<file path="src/rtl/assert_macros.svh">
// Assertion macros used by the RTL module.
// Depends on nothing; include by bare file name.
`ifndef ASSERT_MACROS_SVH
`define ASSERT_MACROS_SVH

// The expression holds at every rising clock edge outside reset.
`define ASSERT_ALWAYS(label, clk, rstn, expr) \
    label: assert property (@(posedge clk) disable iff (!(rstn)) (expr)) \
        else $error("assertion failed");

// The antecedent implies the consequent in the same cycle.
`define ASSERT_IMPLIES(label, clk, rstn, ante, cons) \
    label: assert property (@(posedge clk) disable iff (!(rstn)) (ante) |-> (cons)) \
        else $error("assertion failed");

`endif

</file>
<file path="src/rtl/drdc_pkg.sv">
// Shared types and constants of the docking-ring drive controller.
// Depends on nothing; used by the top level.
package drdc_pkg;

    localparam int POS_W  = 17;
    localparam int STEP_W = 13;

    localparam logic [POS_W-1:0] POS_FULL       = 17'd65536;
    localparam logic [POS_W-1:0] TH_GOAL_INIT   = 17'd47378;
    localparam logic [POS_W-1:0] TH_STOP_INIT   = 17'd48242;
    localparam logic [POS_W-1:0] TH_FINAL_LIGHT = 17'd4142;
    localparam logic [POS_W-1:0] TH_INIT_HIGH   = 17'd49107;
    localparam logic [POS_W-1:0] TH_FORWARD     = 17'd64672;

    localparam logic [STEP_W-1:0] RING_STEP_RESET = 13'd5;

    // Register index of the only configuration register.
    localparam logic REG_RING_STEP = 1'b0;

    // Reported motion codes.
    localparam logic [1:0] MOTION_CODE_STOPPED = 2'd0;
    localparam logic [1:0] MOTION_CODE_OPENING = 2'd1;
    localparam logic [1:0] MOTION_CODE_CLOSING = 2'd2;

    typedef enum logic [2:0] {
        MOT_STOPPED = 3'b001,
        MOT_OPENING = 3'b010,
        MOT_CLOSING = 3'b100
    } motion_t;

    typedef enum logic [1:0] {
        GOAL_RETRACT_FINAL = 2'd0,
        GOAL_EXTEND_INIT   = 2'd1,
        GOAL_EXTEND_FINAL  = 2'd2
    } goal_t;

endpackage

</file>
<file path="src/rtl/docking_ring_drive_controller.sv">
// Docking-ring drive controller: command register, one tick of control
// logic and a result register. Depends on drdc_pkg and assert_macros.svh.
//
// Usage:
// - Input channel s_*: one item per control tick with the six panel commands.
// - Result channel m_*: one item per input item with the seven lights, the
//   ring position (Q1.16, 65536 is full travel) and the motion code.
// - APB port: register 0 (byte address 0) holds ring_step, the position
//   increment per tick. Write it only while no item is in flight.
// An accepted item waits in the command register and its result is loaded into
// the result register when that register advances. One item is accepted per
// cycle while the receiver does not stall; the rate is set by the single update
// of the control state between the command register and the result register.
// When the receiver stalls, the result register holds and the command
// register fills; the input side then stalls too, no item is lost.
// Reset clears both valid bits, switches the relay off, protection on,
// fixers on, the ring stopped at position 0, and loads ring_step with 5.
`include "assert_macros.svh"

module docking_ring_drive_controller
    import drdc_pkg::*;
(
    input  logic        aclk,
    input  logic        aresetn,

    input  logic        s_valid,
    output logic        s_ready,
    input  logic        s_power_on,
    input  logic        s_power_off,
    input  logic        s_ring_out,
    input  logic        s_ring_in,
    input  logic        s_circ_prot_off_cmd,
    input  logic        s_fixer_off_cmd,

    output logic        m_valid,
    input  logic        m_ready,
    output logic        m_power_light,
    output logic        m_ring_aligned_light,
    output logic        m_circ_prot_light,
    output logic        m_fixers_off_light,
    output logic        m_ring_final_light,
    output logic        m_ring_initial_light,
    output logic        m_ring_forward_light,
    output logic [16:0] m_ring_position,
    output logic [1:0]  m_ring_motion,

    input  logic        psel,
    input  logic        penable,
    input  logic        pwrite,
    input  logic [2:0]  paddr,
    input  logic [31:0] pwdata,
    output logic [31:0] prdata,
    output logic        pready
);

    // Configuration.
    logic [STEP_W-1:0] ring_step_reg;

    // Command register.
    logic in_valid_reg;
    logic power_on_reg, power_off_reg, ring_out_reg, ring_in_reg;
    logic circ_prot_off_cmd_reg, fixer_off_cmd_reg;

    // Control state.
    logic              relay_reg, relay_next;
    logic              prot_off_reg, prot_off_next;
    logic              fixers_on_reg, fixers_on_next;
    motion_t           motion_reg, motion_next;
    goal_t             goal_reg, goal_next;
    logic [POS_W-1:0]  pos_reg, pos_next;

    // Result register.
    logic              out_valid_reg;
    logic              l_pwr_reg, l_align_reg, l_cp_reg, l_fx_reg;
    logic              l_final_reg, l_init_reg, l_fwd_reg;
    logic [POS_W-1:0]  out_pos_reg;
    logic [1:0]        out_motion_reg;

    logic              l_cp_next, l_fx_next, l_final_next, l_init_next, l_fwd_next;
    logic [1:0]        motion_code_next;
    logic [POS_W:0]    pos_sum;
    logic [POS_W-1:0]  step_ext;
    logic              advance;
    logic              cfg_write;
    logic              flag_lights_dark;

    assign advance = !out_valid_reg || m_ready;
    assign s_ready = !in_valid_reg || advance;

    assign pready    = 1'b1;
    assign cfg_write = psel && penable && pwrite;
    assign prdata    = (paddr[2] == REG_RING_STEP)
                     ? {{(32-STEP_W){1'b0}}, ring_step_reg} : 32'd0;

    always_ff @(posedge aclk) begin
        if (!aresetn) begin
            ring_step_reg <= RING_STEP_RESET;
        end else if (cfg_write && paddr[2] == REG_RING_STEP) begin
            ring_step_reg <= pwdata[STEP_W-1:0];
        end
    end

    always_ff @(posedge aclk) begin
        if (!aresetn) begin
            in_valid_reg <= 1'b0;
        end else if (s_ready) begin
            in_valid_reg <= s_valid;
        end
    end

    always_ff @(posedge aclk) begin
        if (s_ready && s_valid) begin
            power_on_reg          <= s_power_on;
            power_off_reg         <= s_power_off;
            ring_out_reg          <= s_ring_out;
            ring_in_reg           <= s_ring_in;
            circ_prot_off_cmd_reg <= s_circ_prot_off_cmd;
            fixer_off_cmd_reg     <= s_fixer_off_cmd;
        end
    end

    assign step_ext = {{(POS_W-STEP_W){1'b0}}, ring_step_reg};

    // One control tick, applied in command order.
    always_comb begin
        relay_next     = relay_reg;
        prot_off_next  = prot_off_reg;
        fixers_on_next = fixers_on_reg;
        motion_next    = motion_reg;
        goal_next      = goal_reg;
        pos_next       = pos_reg;
        l_cp_next      = 1'b0;
        l_fx_next      = 1'b0;
        l_final_next   = 1'b0;
        l_init_next    = 1'b0;
        l_fwd_next     = 1'b0;
        pos_sum        = {1'b0, pos_reg} + {1'b0, step_ext};

        if (power_on_reg) begin
            relay_next    = 1'b1;
            prot_off_next = 1'b0;
        end
        if (power_off_reg) begin
            relay_next = 1'b0;
        end

        if (relay_next) begin
            if (circ_prot_off_cmd_reg) begin
                prot_off_next = 1'b1;
            end
            if (fixer_off_cmd_reg) begin
                fixers_on_next = 1'b0;
            end
            l_cp_next = prot_off_next;
            l_fx_next = !fixers_on_next;

            if (ring_out_reg && prot_off_next) begin
                motion_next    = MOT_OPENING;
                goal_next      = (pos_reg >= TH_GOAL_INIT) ? GOAL_EXTEND_FINAL
                                                           : GOAL_EXTEND_INIT;
                fixers_on_next = 1'b1;
            end
            if (ring_in_reg && prot_off_next) begin
                motion_next    = MOT_CLOSING;
                goal_next      = GOAL_RETRACT_FINAL;
                fixers_on_next = 1'b1;
            end

            // Opening saturates at full travel, closing at zero.
            if (motion_next == MOT_OPENING) begin
                pos_next = (pos_sum > {1'b0, POS_FULL}) ? POS_FULL : pos_sum[POS_W-1:0];
            end else if (motion_next == MOT_CLOSING) begin
                pos_next = (pos_reg > step_ext) ? pos_reg - step_ext : '0;
            end

            if (motion_next != MOT_STOPPED) begin
                if (pos_next >= TH_STOP_INIT && goal_next == GOAL_EXTEND_INIT) begin
                    motion_next = MOT_STOPPED;
                end
                if (pos_next >= POS_FULL && goal_next == GOAL_EXTEND_FINAL) begin
                    motion_next = MOT_STOPPED;
                end
            end

            l_final_next = pos_next < TH_FINAL_LIGHT;
            l_init_next  = (pos_next >= TH_GOAL_INIT) && (pos_next < TH_INIT_HIGH);
            l_fwd_next   = pos_next >= TH_FORWARD;
        end

        unique case (motion_next)
            MOT_OPENING: motion_code_next = MOTION_CODE_OPENING;
            MOT_CLOSING: motion_code_next = MOTION_CODE_CLOSING;
            default:     motion_code_next = MOTION_CODE_STOPPED;
        endcase
    end

    always_ff @(posedge aclk) begin
        if (!aresetn) begin
            relay_reg     <= 1'b0;
            prot_off_reg  <= 1'b0;
            fixers_on_reg <= 1'b1;
            motion_reg    <= MOT_STOPPED;
            goal_reg      <= GOAL_RETRACT_FINAL;
            pos_reg       <= '0;
            out_valid_reg <= 1'b0;
        end else if (advance) begin
            out_valid_reg <= in_valid_reg;
            if (in_valid_reg) begin
                relay_reg     <= relay_next;
                prot_off_reg  <= prot_off_next;
                fixers_on_reg <= fixers_on_next;
                motion_reg    <= motion_next;
                goal_reg      <= goal_next;
                pos_reg       <= pos_next;
            end
        end
    end

    always_ff @(posedge aclk) begin
        if (advance && in_valid_reg) begin
            l_pwr_reg      <= relay_next;
            l_align_reg    <= relay_next;
            l_cp_reg       <= l_cp_next;
            l_fx_reg       <= l_fx_next;
            l_final_reg    <= l_final_next;
            l_init_reg     <= l_init_next;
            l_fwd_reg      <= l_fwd_next;
            out_pos_reg    <= pos_next;
            out_motion_reg <= motion_code_next;
        end
    end

    assign m_valid              = out_valid_reg;
    assign m_power_light        = l_pwr_reg;
    assign m_ring_aligned_light = l_align_reg;
    assign m_circ_prot_light    = l_cp_reg;
    assign m_fixers_off_light   = l_fx_reg;
    assign m_ring_final_light   = l_final_reg;
    assign m_ring_initial_light = l_init_reg;
    assign m_ring_forward_light = l_fwd_reg;
    assign m_ring_position      = out_pos_reg;
    assign m_ring_motion        = out_motion_reg;

    assign flag_lights_dark = !m_circ_prot_light && !m_fixers_off_light && !m_ring_final_light
                            && !m_ring_initial_light && !m_ring_forward_light;

    `ASSERT_ALWAYS(a_pos_in_range, aclk, aresetn, pos_reg <= POS_FULL)
    `ASSERT_ALWAYS(a_motion_onehot, aclk, aresetn, $onehot(motion_reg))
    `ASSERT_IMPLIES(a_dark_when_off, aclk, aresetn, m_valid && !m_power_light, flag_lights_dark)
    `ASSERT_IMPLIES(a_result_pos, aclk, aresetn, m_valid && !in_valid_reg, out_pos_reg == pos_reg)

endmodule

</file>
<file path="config.mk">
export PLATFORM = sky130hd
export DESIGN_NAME = docking_ring_drive_controller
export DESIGN_NICKNAME = d
export VERILOG_FILES = /design/src/rtl/drdc_pkg.sv /design/src/rtl/docking_ring_drive_controller.sv
export VERILOG_INCLUDE_DIRS = /design/src /design/src/rtl
export SDC_FILE = /design/constraint.sdc
export NUM_CORES = 1
export LEC_CHECK = 0
export BUFFER_PORTS_ARGS = -buffer_cell sky130_fd_sc_hd__buf_2
export CAP_MARGIN = 20
export CORE_MARGIN = 4
export CORE_UTILIZATION = 55
export CTS_CLUSTER_SIZE = 30
export DETAILED_ROUTE_END_ITERATION = 6
export PLACE_DENSITY_LB_ADDON = 0.3
export SYNTH_ARGS = -nofsm -noshare
export SYNTH_HDL_FRONTEND = slang
export SYNTH_SLANG_ARGS = --single-unit
</file>
<file path="constraint.sdc">
create_clock -name aclk -period 5 [get_ports aclk]
set_clock_uncertainty 0.15 [all_clocks]
set_input_delay 0.25 -clock aclk [delete_from_list [all_inputs] [get_ports aclk]]
set_output_delay 0.25 -clock aclk [all_outputs]
set_load 0.02 [all_outputs]
</file>
==> results.sh <==
export IMPL_core_area_um2=9910
export IMPL_routed_wl_mm=16.2
export IMPL_nNetsFinal=825
export IMPL_hold_depth=2
export IMPL_clock_root_buffer="clkbuf_8"
export IMPL_n_fill_cell=880
export IMPL_crit_required_ns=4.94
export IMPL_synth_top_area_cell="edfxtp_1"
export IMPL_ioPinCount=109
export IMPL_p_clk_frac=0.367
export IMPL_wl_per_cell_um=18.3
export IMPL_synth_most_common_cell="nor2_1"
export IMPL_yosysUniqueCellTypes=94
export IMPL_maxSlewViolCount=0
export IMPL_relSlewSlack=0.421
export IMPL_clockBufferDepth=2
export IMPL_setup_viol=0
export IMPL_avgSynthCellArea_um2=8.29
export IMPL_antenna_left=0
export IMPL_fin_crit_ns=4.68
export IMPL_pre_cts_slack_ns=0.518
export IMPL_finalPower_mw=1.62
export IMPL_tns_ns=0
export IMPL_dieWidth_um=109
export IMPL_vias_per_cell=6.05
export IMPL_cts_buffers=9
export IMPL_maxCapViolations=0
export IMPL_combPwrFrac=0.231
export IMPL_n_antenna_cell=0
export IMPL_synth_edf_count=31
export IMPL_grt_pass1_wl_mm=26.1
export IMPL_grt_max_degree=42
export IMPL_seqPwrFrac=0.402
export IMPL_drt_iter0_drc=451
export IMPL_r2r_cells=13
export IMPL_clk_pin_slew_ns=0.09
export IMPL_synth_flop_cell="dfxtp_1"
export IMPL_start_util=0.571
export IMPL_cts_sinks=71
export IMPL_drive_gt1_frac=0.170
export IMPL_rsz0062_at_grt="no"
export IMPL_syn_cell_area_um2=5650
export IMPL_hp_class="in -> reg"
export IMPL_ys_warn_count=0
export IMPL_synthToLayoutAreaGrowth_pct=12.8
export IMPL_clk_latency_ns=0.37
export IMPL_status="finished, final reports clean"
export IMPL_powerDensity_nw_per_um2=254
export IMPL_ff2ff_setup_slack_ns=0.32
export IMPL_dr_total_vias=5368
export IMPL_synthCells=682
export IMPL_endpoint_kind="flip-flop"
export IMPL_crit_type="reg -> reg"
export IMPL_critPathLaunchType="flip-flop"
export IMPL_p_switching_uw=517
export IMPL_synth_area_leaders="edfxtp_1 16%, dfxtp_1 14%, ha_1 5.8%"
export IMPL_p_leak_nw=2.57
export IMPL_vdd_drop_max_mv=0.223
export IMPL_dr_pass1_iters=5
export IMPL_synth_common_cells="83 x nor2_1, 67 x nand2_1, 51 x a21oi_1"
export IMPL_drc=0
export IMPL_die_y_um=109
export IMPL_synth_top_cell_area_share=0.165
export IMPL_grt_overflow_total=0
export IMPL_yosysSeqAreaShare=0.306
export IMPL_dieArea_um2=12000
export IMPL_max_freq_ghz=0.214
export IMPL_rows=36
export IMPL_cts_repair_resized=0
export IMPL_grt_antenna_before_repair=0
export IMPL_cp_max_fo=9
export IMPL_fin_crit_sh=0.936
export IMPL_cts_tree="yes"
export IMPL_port_buffers=67
export IMPL_regArea_um2=1730
export IMPL_switching_share=0.318
export IMPL_grt_pass1_vias=5092
export IMPL_arrival_ns=4.62
export IMPL_setup_slack_ns=0.319
export IMPL_multi_input_area_um2=3460
export IMPL_gp_congestion=0.977
export IMPL_worstMarginPinSlew_ns=0.857
export IMPL_ys_seq_elements=71
export IMPL_grt_total_usage=0.277
export IMPL_intPower_mw=1.11
export IMPL_hold_viol=0
export IMPL_hpwl_mm=12.0
export IMPL_ys_async_sr_fraction=0
export IMPL_h_tree_depth=3
-- worst paths after layout --
kind / endpoint / from
worst min register to register: ring_step_reg[6] / ring_step_reg[6]
worst max-delay path: m_ring_motion[1] / ring_step_reg[4]
worst max register to register: m_ring_motion[1] / ring_step_reg[4]
worst min-delay path: fixers_on_reg / aresetn
-- cells by family after synthesis --
family,after synthesis,share of synthesized area
simple gates,242,0.212
compound gates,224,0.284
buf+inv,91,0.0936
flops,71,0.306
fa+ha+maj,28,0.0646
xor+xnor,19,0.0294
mux,5,0.00885
other cells,2,0.00133
-- layout by cell type (no fill, tap or decap), drive strengths merged, types with 18 or more instances in the layout --
cell         count
nand2           67
a211oi          20
buf             75
ha              26
dfxtp           40
inv             36
nor3            18
conb            20
nor2            85
dlygate4sd3     20
edfxtp          31
a21oi           52
o21ai           44
-- stage by stage --
stage,hold slack (ns),utilization,area [um2],instances
2_1_floorplan,0.172,-,5720,700
4_1_cts,0.00919,0.638,6320,885
6_report,0.00901,0.643,6380,887
3_3_place_gp,0.276,0.592,5870,849
3_5_place_dp,0.278,0.592,5870,849
5_1_grt,0.0148,0.643,6380,887
-- power groups by stage --
stage	Combinational, mW	Clock, mW	Sequential (mW)
5_1_grt	0.406	0.621	0.655
4_1_cts	0.360	0.599	0.652
3_5_place_dp	0.346	0	0.665
2_1_floorplan	0.268	0	0.672
3_3_place_gp	0.341	0	0.664
6_report	0.375	0.595	0.652
-- area by class of cell --
cell class	instances	area share
multi-input combinational	538	0.543
sequential	71	0.272
inverter	34	0.0200
timing repair buffer	95	0.0997
clock buffer	9	0.0194
tap	133	0.0261
clock inverter	7	0.0200
-- worst max-delay path, stage by stage (launching register included) --
cell and delay [ns]:
dfxtp_1 0.37, inv_1 0.08, ha_1 0.51, nor2_1 0.12, a221o_1 0.38, o21ai_0 0.57
nand3_1 0.31, a21oi_4 0.36, o21ai_2 0.16, o32ai_1 0.42, nor4b_2 0.41, o311ai_2 0.24
a31oi_1 0.22, o22ai_1 0.09
-- per-layer routing --
metal  up-vias  track usage  share of wire
li1       2603            -              -
met1      2536        0.370           0.43
met2       208        0.460           0.48
met3        21       0.0470          0.065
met4         0       0.0810          0.016
met5         -            0              0
-- repair_timing --
item	CTS	global route
endpoints found under the hold margin	20	0
setup buffers	0	0
setup endpoints to repair	0	0
hold buffers	20	0
Power figures use the tool's default switching activity.
